## src/rtl/bba_pkg.sv

```systemverilog
`default_nettype none

package bba_pkg;

    // Bitmap geometry
    localparam int WORDS         = 256;
    localparam int WORD_BITS     = 32;
    localparam int BIT_W         = 5;
    localparam int GROUP_SIZE    = 16;
    localparam int SUB_W         = 4;
    localparam int GROUPS        = (WORDS + GROUP_SIZE - 1) / GROUP_SIZE;
    localparam int GRP_W         = (GROUPS > 1) ? $clog2(GROUPS) : 1;
    localparam int IDX_W         = GRP_W + SUB_W;
    localparam int PAD_WORDS     = GROUPS * GROUP_SIZE;
    localparam int TOTAL_ENTRIES = WORDS * WORD_BITS;

    // Field widths
    localparam int NUM_W    = 16;
    localparam int ENTRY_W  = 13;
    localparam int CNT_W    = 14;
    localparam int STATUS_W = 2;
    localparam int IN_DATA_W  = 16;
    localparam int OUT_DATA_W = 32;

    // Counter limits
    localparam int CNT_MAX_I = 16383;
    localparam logic [CNT_W-1:0] CNT_MAX   = CNT_W'(CNT_MAX_I);
    localparam logic [CNT_W-1:0] CNT_RESET =
        CNT_W'((TOTAL_ENTRIES > CNT_MAX_I) ? CNT_MAX_I : TOTAL_ENTRIES);

    localparam logic [WORD_BITS-1:0] TOP_BIT = 32'h8000_0000;

    typedef enum logic {
        OP_ALLOC = 1'b0,
        OP_FREE  = 1'b1
    } opcode_t;

    typedef enum logic [STATUS_W-1:0] {
        ST_OK    = 2'd0,
        ST_RANGE = 2'd1,
        ST_FULL  = 2'd2
    } status_t;

    // Controller to datapath
    typedef struct packed {
        logic load;
        logic grp_sel;
        logic word_sel;
        logic rd;
        logic commit;
    } dp_cmd_t;

    // Datapath to controller
    typedef struct packed {
        logic in_free;
        logic in_range_err;
        logic grp_none;
        logic out_ready;
    } dp_stat_t;

    // Lowest index of a clear bit in a group of full flags
    function automatic logic [SUB_W-1:0] first_zero16(input logic [GROUP_SIZE-1:0] v);
        logic [SUB_W-1:0] idx;
        idx = '0;
        for (int i = GROUP_SIZE - 1; i >= 0; i--) begin
            if (!v[i]) begin
                idx = SUB_W'(i);
            end
        end
        return idx;
    endfunction

    // Count of leading ones, i.e. the position of the first clear bit from the MSB
    function automatic logic [BIT_W-1:0] lead_ones32(input logic [WORD_BITS-1:0] v);
        logic [BIT_W-1:0] idx;
        idx = '0;
        for (int i = 0; i < WORD_BITS; i++) begin
            if (!v[i]) begin
                idx = BIT_W'(WORD_BITS - 1 - i);
            end
        end
        return idx;
    endfunction

endpackage

`default_nettype wire

```

## src/rtl/bba_ctrl.sv

```systemverilog
`default_nettype none

module bba_ctrl
    import bba_pkg::*;
(
    input  wire logic     aclk,
    input  wire logic     aresetn,
    input  wire logic     s_tvalid,
    output logic          s_tready,
    input  wire dp_stat_t stat,
    output dp_cmd_t       cmd
);

    typedef enum logic [2:0] {
        S_IDLE,
        S_GROUP,
        S_WORD,
        S_READ,
        S_COMMIT
    } state_t;

    state_t state_reg;
    state_t state_next;

    always_comb begin
        state_next = state_reg;
        unique case (state_reg)
            S_IDLE: begin
                if (s_tvalid) begin
                    if (!stat.in_free) begin
                        state_next = S_GROUP;
                    end else if (stat.in_range_err) begin
                        state_next = S_COMMIT;
                    end else begin
                        state_next = S_READ;
                    end
                end
            end
            S_GROUP:  state_next = stat.grp_none ? S_COMMIT : S_WORD;
            S_WORD:   state_next = S_READ;
            S_READ:   state_next = S_COMMIT;
            S_COMMIT: begin
                if (stat.out_ready) begin
                    state_next = S_IDLE;
                end
            end
            default:  state_next = S_IDLE;
        endcase
    end

    always_ff @(posedge aclk) begin
        if (!aresetn) begin
            state_reg <= S_IDLE;
        end else begin
            state_reg <= state_next;
        end
    end

    assign s_tready     = (state_reg == S_IDLE);
    assign cmd.load     = (state_reg == S_IDLE) && s_tvalid;
    assign cmd.grp_sel  = (state_reg == S_GROUP);
    assign cmd.word_sel = (state_reg == S_WORD);
    assign cmd.rd       = (state_reg == S_READ);
    assign cmd.commit   = (state_reg == S_COMMIT) && stat.out_ready;

endmodule

`default_nettype wire

```

## config.mk

```make
export PLATFORM = sky130hd
export DESIGN_NAME = bba_ctrl
export DESIGN_NICKNAME = d
export VERILOG_FILES = /design/src/rtl/bba_pkg.sv /design/src/rtl/bba_ctrl.sv
export SDC_FILE = /design/constraint.sdc
export NUM_CORES = 1
export LEC_CHECK = 0
export BUFFER_PORTS_ARGS = -buffer_cell sky130_fd_sc_hd__buf_2
export CAP_MARGIN = 20
export CORE_AREA = 3 3 40 42
export DETAILED_ROUTE_END_ITERATION = 12
export DIE_AREA = 0 0 43 45
export PLACE_DENSITY = 0.46
export SYNTH_ARGS = -nofsm -noshare
export SYNTH_HDL_FRONTEND = slang
export SYNTH_SLANG_ARGS = --single-unit
```

## constraint.sdc

```tcl
create_clock -name aclk -period 1.5 [get_ports aclk]
set_clock_uncertainty 0.2 [all_clocks]
set_input_delay 0.225 -clock aclk [delete_from_list [all_inputs] [get_ports aclk]]
set_output_delay 0.225 -clock aclk [all_outputs]
set_load 0.01 [all_outputs]
```

* After elaboration in Yosys (flattened, before gate mapping)
Cells that the tools add are included.
Storage, ports and cells: bits in registers 3, latch bits 0, bits in writable memories 0, memory bits (read-only) 0, output and inout port bits 6, memories kept 0
Operators by class: $add $sub $neg 0, multiply operators 0, div/mod/pow operators 0, $lt $le $gt $ge 0, equal/unequal tests 6, shift operators 0, multiplexer cells 6, bitwise gates (word level) 0, reduce and logical (&&, ||, !) cells 4
Operators with widths (count):
- two-way mux 3 bit | 5
- one-hot mux 3 bit (5 select lines) | 1
- equality test 3 x 2 -> 1 bit, second input constant | 2
- inequality test 2 bit, second input constant | 2
- equality test 3 x 1 -> 1 bit, second input constant | 1
- equality test 3 bit, second input constant | 1
- logical NOT 3 bit | 1
- logical AND 1 bit | 2
- AND reduction 2 bit | 1

* Longest topological paths before layout
Gate-level depths: netlist (run 1).
depth after elaboration 4, gate-level depth with buffers 4, mapped depth without buffers 3

* Least setup slack after synthesis (run 1)
OpenSTA, ideal clock, no wires.
path kind flip-flop to output port, start point register state_reg[2], end point output cmd[4] (netlist name), arrival 0.996 ns, path slack 0.079 ns, stages on the path, launching flop included 4, path buffers 1, path through dfxtp_1 > buf_2 > nor3_1 > and2_1
RTL lines:
- from (decl) | line bba_ctrl.sv:22 | state_t state_reg;
- from (signal assigned) | line bba_ctrl.sv:55 | state_reg <= state_next;
- to (decl) | line bba_ctrl.sv:11 | output dp_cmd_t cmd

==> results.ini, run 1 <==
[outcome]
status=finished, final reports clean

[finish]
nets=51
stdcell_area_um2=367
final_layout_size_suffix_gt1_frac=0.628
fin_cells=58
utilization=0.285
diodes=0
largest_reg_flops=3
areaGrowthSynthToFinish_pct=53.4

[timing]
finalHoldViolations=0
maxSlewViolCount=0
rsz0062_at_grt=yes
fin_crit_sh=0.966
worst_pin_slew_ns=0.287
setup_viol=0
slew_headroom=0.806
period_needed_ns=1.45
fmax_mhz=690
fin_hold_ws_ns=0.0809

[clocking]
cts_tree=built
clock_path_buffers=2
cts_buffers=3
h-tree-depth=1
clk_pin_slew_ns=0.04
clk_latency_ns=0.23
clockRootBuffer=clkbuf_4
cts.sink_count=3

[critical_path]
worstReg2RegStart=state_reg[0]
r2r_cells=4
critPathLaunchType=flip-flop
critical_path_class=reg2out
reg2reg_to=state_reg[2]
cp_data_arrival_time_ns=1.02
crit_fanout=9
end_kind=primary output
worstPathRequired_ns=1.07
ff2ff_setup_slack_ns=0.18

[placed_design]
gp_congestion=0.701
dp_cells=51
post_dp_cell_area_um2=290
hpwlAfterDp_um=436
io_buffers=12

[synth]
synth_nets=34
yosysWarnings=0
netlist_area_um2=239
ys_seq_elements=3
yosysUniqueCellTypes=23
syn_inst=27
synth_top_area_frac=0.251
synth_seq_area_share=0.251
synth.area.top_cells=dfxtp_1 (25%), buf_6 (9.4%), a2111oi_2 (6.3%)
synth_top_cell_by_area=dfxtp_1
syn_avg_cell_area_um2=8.85

[drt]
wl_per_cell_um=11.5
final_antenna_net_count=0
viasPerCell=4.53
dr_wl_met3_um=42
topRoutingLayerUsed=met3
first_pass_iters=5
dr_total_vias=263
drc=0
drt_iter0_markers=5
routed_wl_um=668
wl_met1_um=275
wl_met2_um=350

[pwr]
cellLeakagePower_uw=0.000169
p_per_area_nw_per_um2=1230
finalPower_uw=452
peakVddDrop_mv=0.224

[global_route]
track_usage=0.0691
grt_pass1_vias=262
grt_pass1_wl_um=986
overflow=0
antenna_found_initial=0
grt_max_degree=10

[min_path]
worstHoldStart=aresetn
holdPathStages=3
hold_path.class=in2reg
whs_endpoint=state_reg[0]

[floorplanning]
core_area_um2=1280
die-width_um=43
start_util=0.186
die_h_um=45
boundaryPins=13
rows=13
die_area_um2=1940

[run]
drv_cap=0

-- cell type report --
type | instances | area, µm²
fill | 154 | 918
multi-input combinational | 20 | 169
tap | 15 | 18.8
inverter | 1 | 3.75
clock buffer | 4 | 26.3
timing repair buffer | 15 | 77.6
sequential | 3 | 71.3
-- cell usage in the layout, fill, tap and decap left out, drive strengths merged --
cell type / netlist / layout
o211ai: 1 / 1
clkbuf: 0 / 6
nor3b: 1 / 1
buf: 3 / 13
o21ba: 1 / 1
dfxtp: 3 / 3
nand3b: 1 / 1
and3b: 1 / 1
and2: 2 / 2
mux2i: 1 / 1
nor2b: 1 / 1
a211oi: 1 / 1
nand4b: 1 / 1
a21oi: 1 / 1
and3: 1 / 1
nor3: 1 / 1
o21a: 1 / 1
o41ai: 1 / 1
nor2: 2 / 2
inv: 1 / 1
a2111oi: 1 / 1
nand2: 1 / 1
-- cell usage after synthesis (all sizes together) --
master   number
and2          2
nand4b        1
a2111oi       1
and3          1
inv           1
a211oi        1
nor3          1
nand2         1
and3b         1
o21a          1
mux2i         1
nor2          2
o21ba         1
nor2b         1
nor3b         1
o41ai         1
a21oi         1
o211ai        1
buf           3
dfxtp         3
nand3b        1
-- worst max-delay path by stage --
| stage | depth (start not counted) | start | slack [ns] | end |
|---|---|---|---|---|
| 2_1_floorplan | 3 | state_reg[2] | 0.08 | cmd[4] |
| 3_3_place_gp | 3 | state_reg[0] | 0.16 | cmd[0] |
| 3_5_place_dp | 3 | state_reg[0] | 0.14 | cmd[0] |
| 4_1_cts | 3 | state_reg[0] | 0.003 | cmd[4] |
| 5_1_grt | 3 | state_reg[1] | -0.001 | cmd[4] |
| 6_report | 3 | state_reg[2] | 0.05 | cmd[4] |
-- layer usage --
metal,vias up,global-route usage
met5,-,0
met4,0,0.0723
met3,0,0.00398
met2,8,0.117
met1,125,0.0745
li1,130,-
-- worst max-delay path, stage by stage (launching register included) --
cell and delay (ns):
dfxtp_4 0.38, nor3_4 0.16, and2_1 0.13, buf_2 0.12
-- metrics by stage --
| step | TNS, ns | setup slack [ns] |
|---|---|---|
| 6_report | 0 | 0.0505 |
| 5_1_grt | -0.00142 | -0.00142 |
| 4_1_cts | 0 | 0.00309 |
| 3_5_place_dp | 0 | 0.142 |
| 3_3_place_gp | 0 | 0.155 |
| 2_1_floorplan | 0 | 0.0792 |
-- power breakdown --
group	internal (µW)	switching (µW)
logic	94.1	78.2
clock network	99.8	43.5
registers	99.6	36.8
total	294	159
-- kinds of logic (layout without fill, tap and decap cells) --
family	after synthesis	after routing	synth area share
simple gates	12	12	0.319
compound gates	7	7	0.257
buf+inv	4	20	0.131
flops	3	3	0.251
mux	1	1	0.0419
-- repair_timing --
item / CTS / global route
pin swaps: 0 / 3
setup endpoints to repair: 5 / 4
buffers inserted: 0 / 3
endpoints found under the hold margin: 0 / 0
gates resized for setup: 6 / 5
hold buffers: 0 / 0
No activity file was read; power rests on OpenSTA's default activity.
==> run 2, diff against run 1 <==
--- a/config.mk
+++ b/config.mk
@@ -10,7 +10,7 @@
 export CORE_AREA = 3 3 40 42
 export DETAILED_ROUTE_END_ITERATION = 12
 export DIE_AREA = 0 0 43 45
-export PLACE_DENSITY = 0.46
+export PLACE_DENSITY = 0.4
 export SYNTH_ARGS = -nofsm -noshare
 export SYNTH_HDL_FRONTEND = slang
 export SYNTH_SLANG_ARGS = --single-unit
==> results.ini, run 2 (synthesis gave the netlist of run 1 again) <==
[outcome]
status=finished, final reports clean  ; unchanged

[global_route]
grt_pass1_vias=245  ; was 262
grt_max_degree=10  ; unchanged
antenna_found_initial=0  ; unchanged
track_usage=0.0691  ; unchanged
overflow=0  ; unchanged
grt_pass1_wl_um=1010  ; was 986 µm

[finish]
largest_reg_flops=3  ; unchanged
areaGrowthSynthToFinish_pct=51.8  ; was 53.4%
final_layout_size_suffix_gt1_frac=0.595  ; was 0.628
stdcell_area_um2=363  ; was 367 µm²
register_area_um2=71.3  ; unchanged
utilization=0.282  ; was 0.285
multiInputGateArea_um2=163  ; was 169 µm²
fill_cells=144  ; was 154
final_common_cell=buf_2  ; unchanged
layout_common_cells=buf_2 (12), clkbuf_4 (3), dfxtp_4 (3)  ; unchanged
nets=50  ; was 51
diodes=0  ; unchanged
fin_cells=57  ; was 58

[critical_path]
cp_data_arrival_time_ns=1.01  ; was 1.02 ns
critPathLaunchType=flip-flop  ; unchanged
r2r_cells=3  ; was 4
critical_path_class=reg2out  ; unchanged
worstPathRequired_ns=1.07  ; about the same
end_kind=primary output  ; unchanged
crit_fanout=6  ; was 9

[min_path]
hold_path.class=in2reg  ; unchanged
holdPathStages=3  ; unchanged

[run]
drv_cap=0  ; unchanged

[clocking]
clk_pin_slew_ns=0.04  ; about the same
cts.sink_count=3  ; unchanged
clock_path_buffers=2  ; unchanged
cts_tree=built  ; unchanged
clockRootBuffer=clkbuf_4  ; unchanged
clk_latency_ns=0.23  ; about the same
h-tree-depth=1  ; unchanged
ctsHoldBuffers=0  ; unchanged
cts_buffers=3  ; unchanged

[timing]
finalHoldViolations=0  ; unchanged
setup_tns_ns=0  ; unchanged
rsz0062_at_grt=yes  ; unchanged
maxSlewViolCount=0  ; unchanged
slew_headroom=0.809  ; was 0.806
worst_pin_slew_ns=0.283  ; was 0.287 ns
setup_viol=0  ; unchanged
period_needed_ns=1.44  ; was 1.45 ns
fin_crit_sh=0.960  ; was 0.966
fmax_mhz=695  ; was 690 MHz

[floorplanning]
rows=13  ; unchanged
boundaryPins=13  ; unchanged
die_area_um2=1940  ; unchanged
die_h_um=45  ; unchanged
die-width_um=43  ; unchanged
core_area_um2=1280  ; unchanged
start_util=0.186  ; unchanged

[pwr]
p_comb_frac=0.372  ; was 0.381
cellLeakagePower_uw=0.000178  ; was 0.000169 µW
p_per_area_nw_per_um2=1200  ; was 1230 nW/µm²
clkPwrFrac=0.316  ; was 0.317
p_seq_frac=0.312  ; was 0.302
p_int_uw=289  ; was 294 µW
peakVddDrop_mv=0.292  ; was 0.224 mV
p_sw_frac=0.335  ; was 0.351
p_switching_uw=146  ; was 159 µW

[drt]
final_antenna_net_count=0  ; unchanged
drc=0  ; unchanged
viasPerCell=4.44  ; was 4.53
drt_iter0_markers=5  ; unchanged
wl_per_cell_um=11.2  ; was 11.5 µm
dr_total_vias=253  ; was 263
routed_wl_um=639  ; was 668 µm
first_pass_iters=3  ; was 5

[placed_design]
post_dp_cell_area_um2=290  ; unchanged
io_buffers=12  ; unchanged
dp_cells=51  ; unchanged
gp_congestion=0.769  ; was 0.701

## run 2: cell types whose count changed in the layout (fill, tap and decap cells not counted), sizes merged
cell	change
clkbuf	-2
dlymetal6s2s	+1
## run 2: what timing repair did
item / in CTS / in global routing
resized for setup: 4 / 6
buffers inserted: 0 / 2
pin swaps: 0 / 2
endpoints found under the setup margin: 5 / 3
## run 2: final timing paths
kind	start	endpoint	slack, ns
hold / removal	aresetn	state_reg[0]	0.08
setup / recovery	state_reg[1]	cmd[4]	0.06
setup reg to reg	state_reg[1]	state_reg[1]	0.11
hold reg to reg	state_reg[2]	state_reg[1]	0.29
## run 2: final cells by class
class | instances | share of cell area
multi-input combinational | 20 | 0.448
timing repair buffer | 14 | 0.221
tap | 15 | 0.0517
inverter | 1 | 0.0103
clock buffer | 4 | 0.0724
sequential | 3 | 0.197
## run 2: layer usage
layer | GRT usage | up-vias | part of all wire | wire length, µm
li1 | - | 129 | - | -
met1 | 0.0841 | 116 | 0.44 | 284
met2 | 0.102 | 8 | 0.47 | 303
met3 | 0.0199 | 0 | 0.080 | 51
met4 | 0.0542 | 0 | 0 | 0
met5 | 0 | - | 0 | 0
## run 2: power groups by stage
stage	clock network, µW	registers [µW]	logic [µW]
2_1_floorplan	0	99.2	126
3_3_place_gp	0	124	131
3_5_place_dp	0	125	131
4_1_cts	143	129	133
5_1_grt	150	139	176
6_report	137	135	162
## run 2: critical path, stage by stage (launching register included)
cell and delay (ns):
dfxtp_4 0.36, nor3_2 0.18, and2_1 0.13, buf_2 0.12
## run 2: through the flow
step                setup slack (ns)  total power (µW)  hold slack, ns
floorplan                     0.0792               226           0.174
global placement               0.168               255           0.327
detailed placement             0.136               256           0.319
CTS                         -0.00576               405          0.0709
global route                -0.00333               466          0.0978
finish                        0.0602               434          0.0827
==> run 3, diff against run 2 <==
--- a/config.mk
+++ b/config.mk
@@ -5,12 +5,13 @@
 export SDC_FILE = /design/constraint.sdc
 export NUM_CORES = 1
 export LEC_CHECK = 0
+export ABC_AREA = 1
 export BUFFER_PORTS_ARGS = -buffer_cell sky130_fd_sc_hd__buf_2
 export CAP_MARGIN = 20
 export CORE_AREA = 3 3 40 42
 export DETAILED_ROUTE_END_ITERATION = 12
 export DIE_AREA = 0 0 43 45
-export PLACE_DENSITY = 0.4
+export PLACE_DENSITY = 0.41
 export SYNTH_ARGS = -nofsm -noshare
 export SYNTH_HDL_FRONTEND = slang
 export SYNTH_SLANG_ARGS = --single-unit
==> results.ini, run 3 <==
[global_route]
grt_pass1_vias=296  ; was 245
track_usage=0.0691  ; unchanged
grt_max_degree=7  ; was 10
grt_pass1_wl_um=1000  ; was 1010 µm
met3_usage=0.0359  ; was 0.0199
use_met2=0.120  ; was 0.102
antenna_found_initial=0  ; unchanged
grtUsageMet1=0.0601  ; was 0.0841
overflow=0  ; unchanged
grt_busiest_layer=met2  ; unchanged

[clocking]
clk_pin_slew_ns=0.03  ; was 0.04 ns
clock_path_buffers=2  ; unchanged
ctsHoldBuffers=0  ; unchanged
clockRootBuffer=clkbuf_4  ; unchanged
h-tree-depth=1  ; unchanged
cts_buffers=3  ; unchanged
cts_tree=built  ; unchanged
clk_latency_ns=0.22  ; was 0.23 ns
cts.sink_count=3  ; unchanged

[synth]
syn_inst=41  ; was 27
yosysWarnings=0  ; unchanged
async_flop_share=0  ; unchanged
ys_seq_elements=3  ; unchanged
synth_seq_area_share=0.242  ; was 0.251
synth.top_cells.by_count=inv_1 (7), nor2_1 (6), nand2_1 (5), inv_2 (4), nand3_1 (4)  ; was dfxtp_1 (3), buf_6 (2), nor2_1 (2)
ys.flop_type=dfxtp_1  ; unchanged
yosysMostFrequentCell=inv_1  ; was dfxtp_1
synth_top_cell_by_area=dfxtp_1  ; unchanged
netlist_area_um2=248  ; was 239 µm²
synth_nets=48  ; was 34
synth-edff-count=0  ; unchanged
synth.area.top_cells=dfxtp_1 (24%), inv_1 (11%), nand2_4 (9.1%)  ; was dfxtp_1 (25%), buf_6 (9.4%), a2111oi_2 (6.3%)
syn_avg_cell_area_um2=6.04  ; was 8.85 µm²
yosysUniqueCellTypes=15  ; was 23
synth_top_area_frac=0.242  ; was 0.251

[finish]
areaGrowthSynthToFinish_pct=51.5  ; was 51.8%
register_area_um2=65.1  ; was 71.3 µm²
nets=67  ; was 50
final_common_cell=buf_2  ; unchanged
layout_common_cells=buf_2 (12), inv_1 (7), nand2_1 (5), nor2_1 (5)  ; was buf_2 (12), clkbuf_4 (3), dfxtp_4 (3)
diodes=0  ; unchanged
largest_reg_flops=3  ; unchanged
final_layout_size_suffix_gt1_frac=0.492  ; was 0.595
fill_cells=150  ; was 144
multiInputGateArea_um2=143  ; was 163 µm²

[floorplanning]
die-width_um=43  ; unchanged
die_area_um2=1940  ; unchanged
die_h_um=45  ; unchanged
core_area_um2=1280  ; unchanged
start_util=0.193  ; was 0.186
rows=13  ; unchanged
boundaryPins=13  ; unchanged

[critical_path]
cp_data_arrival_time_ns=1.02  ; was 1.01 ns
critical_path_class=reg2out  ; unchanged
worstPathRequired_ns=1.07  ; about the same
cp_num_buf_inv=1  ; unchanged
end_kind=primary output  ; unchanged
crit_fanout=5  ; was 6
max_stage_delay_ns=0.35  ; was 0.36 ns
crit_slowest_cell=dfxtp_4  ; unchanged
critPathLaunchType=flip-flop  ; unchanged
worstReg2RegStart=state_reg[1]  ; unchanged
crit_chain=nor2_4, nand2_4, nor2_2, buf_2  ; was nor3_2, and2_1, buf_2
cp_top_family=flip-flops  ; unchanged
reg2reg_to=state_reg[1]  ; unchanged
r2r_cells=7  ; was 3
ff2ff_setup_slack_ns=0.24  ; was 0.11 ns

[min_path]
holdPathStages=3  ; unchanged
hold_path.class=in2reg  ; unchanged
worstHoldStart=aresetn  ; unchanged
whs_endpoint=state_reg[1]  ; was state_reg[0]

[timing]
setup_tns_ns=0  ; unchanged
setup_viol=0  ; unchanged
fin_crit_sh=0.962  ; was 0.960
finalHoldViolations=0  ; unchanged
worst_slack_ns=0.0571  ; was 0.0602 ns
period_needed_ns=1.44  ; about the same
slew_headroom=0.866  ; was 0.809
maxSlewViolCount=0  ; unchanged
worst_pin_slew_ns=0.199  ; was 0.283 ns
rsz0062_at_grt=no  ; was yes
fmax_mhz=693  ; was 695 MHz

[outcome]
status=finished, final reports clean  ; unchanged

[pwr]
p_sw_frac=0.382  ; was 0.335
cellLeakagePower_uw=0.000226  ; was 0.000178 µW
p_comb_frac=0.466  ; was 0.372
peakVddDrop_mv=0.297  ; was 0.292 mV
p_switching_uw=178  ; was 146 µW
p_per_area_nw_per_um2=1240  ; was 1200 nW/µm²
p_int_uw=288  ; was 289 µW
p_seq_frac=0.245  ; was 0.312
clkPwrFrac=0.289  ; was 0.316

[run]
drv_cap=0  ; unchanged

[drt]
wl_per_cell_um=7.84  ; was 11.2 µm
first_pass_iters=4  ; was 3
routed_wl_um=580  ; was 639 µm
dr_total_vias=294  ; was 253
drc=0  ; unchanged
drt_iter0_markers=3  ; was 5
final_antenna_net_count=0  ; unchanged
viasPerCell=3.97  ; was 4.44

[placed_design]
hpwlAfterDp_um=473
io_buffers=12  ; unchanged
dp_worst_setup_slack_ns=0.271  ; was 0.136 ns
gp_congestion=0.708  ; was 0.769

==> run 3: cell types whose count changed in the layout (fill, tap and decap cells not counted), moves of 2 or more <==
cell	change
nand3_1	+4
nor3_1	+2
nor2_1	+5
o21ai_0	+2
inv_1	+6
nand2_4	+2
dfxtp_4	-2
nand2_1	+4
inv_2	+4
==> run 3: through the flow <==
stage	power (µW)	instance area, µm²	cells	hold slack [ns]	utilization
floorplan	252	248	41	0.177	-
global route	503	375	74	0.0567	0.292
global placement	314	327	68	0.281	0.254
CTS	447	353	72	0.0429	0.275
finish	466	375	74	0.0490	0.292
detailed placement	308	327	68	0.276	0.254
==> run 3: cells by family (layout without fill, tap and decap cells) <==
logic type      after synthesis  after routing  synth area share
simple gates                 23             23             0.505
compound gates                3              3            0.0606
buf+inv                      12             30             0.192
flops                         3              3             0.242
==> run 3: cell type report <==
| class | instances | area share |
|---|---|---|
| clock buffer | 4 | 0.0700 |
| inverter | 12 | 0.127 |
| multi-input combinational | 26 | 0.380 |
| sequential | 3 | 0.173 |
| tap | 15 | 0.0500 |
| timing repair buffer | 14 | 0.200 |
==> run 3: power groups by stage <==
stage / Combinational [µW] / Clock, µW / Sequential, µW
after floorplan: 142 / 0 / 110
after global placement: 200 / 0 / 114
after detailed placement: 195 / 0 / 113
after CTS: 196 / 139 / 112
after global routing: 241 / 146 / 117
final: 217 / 135 / 114
==> run 3: worst max path at each step <==
stage              to  slack [ns]  depth (start not counted)    startpoint
2_1_floorplan  cmd[1]        0.35                          2  state_reg[1]
3_3_place_gp   cmd[1]        0.25                          3  state_reg[1]
3_5_place_dp   cmd[4]        0.27                          4  state_reg[1]
4_1_cts        cmd[4]        0.03                          4  state_reg[1]
5_1_grt        cmd[4]       0.005                          4  state_reg[1]
6_report       cmd[4]        0.06                          4  state_reg[1]
==> run 3: tightest hold or removal path: stages <==
cell and delay, ns:
buf_2 0.07, inv_1 0.05, nor2_1 0.09
==> run 3: metal layers <==
layer | share of wire | wire length [µm]
met1 | 0.42 | 242
met5 | 0 | 0
met2 | 0.51 | 295
met3 | 0.072 | 42
met4 | 0 | 0
==> run 3: repair_timing <==
| action | in CTS | in global routing |
|---|---|---|
| endpoints found under the setup margin | 0 | 4 |
| resized for setup | 0 | 4 |
| setup buffers | 0 | 2 |
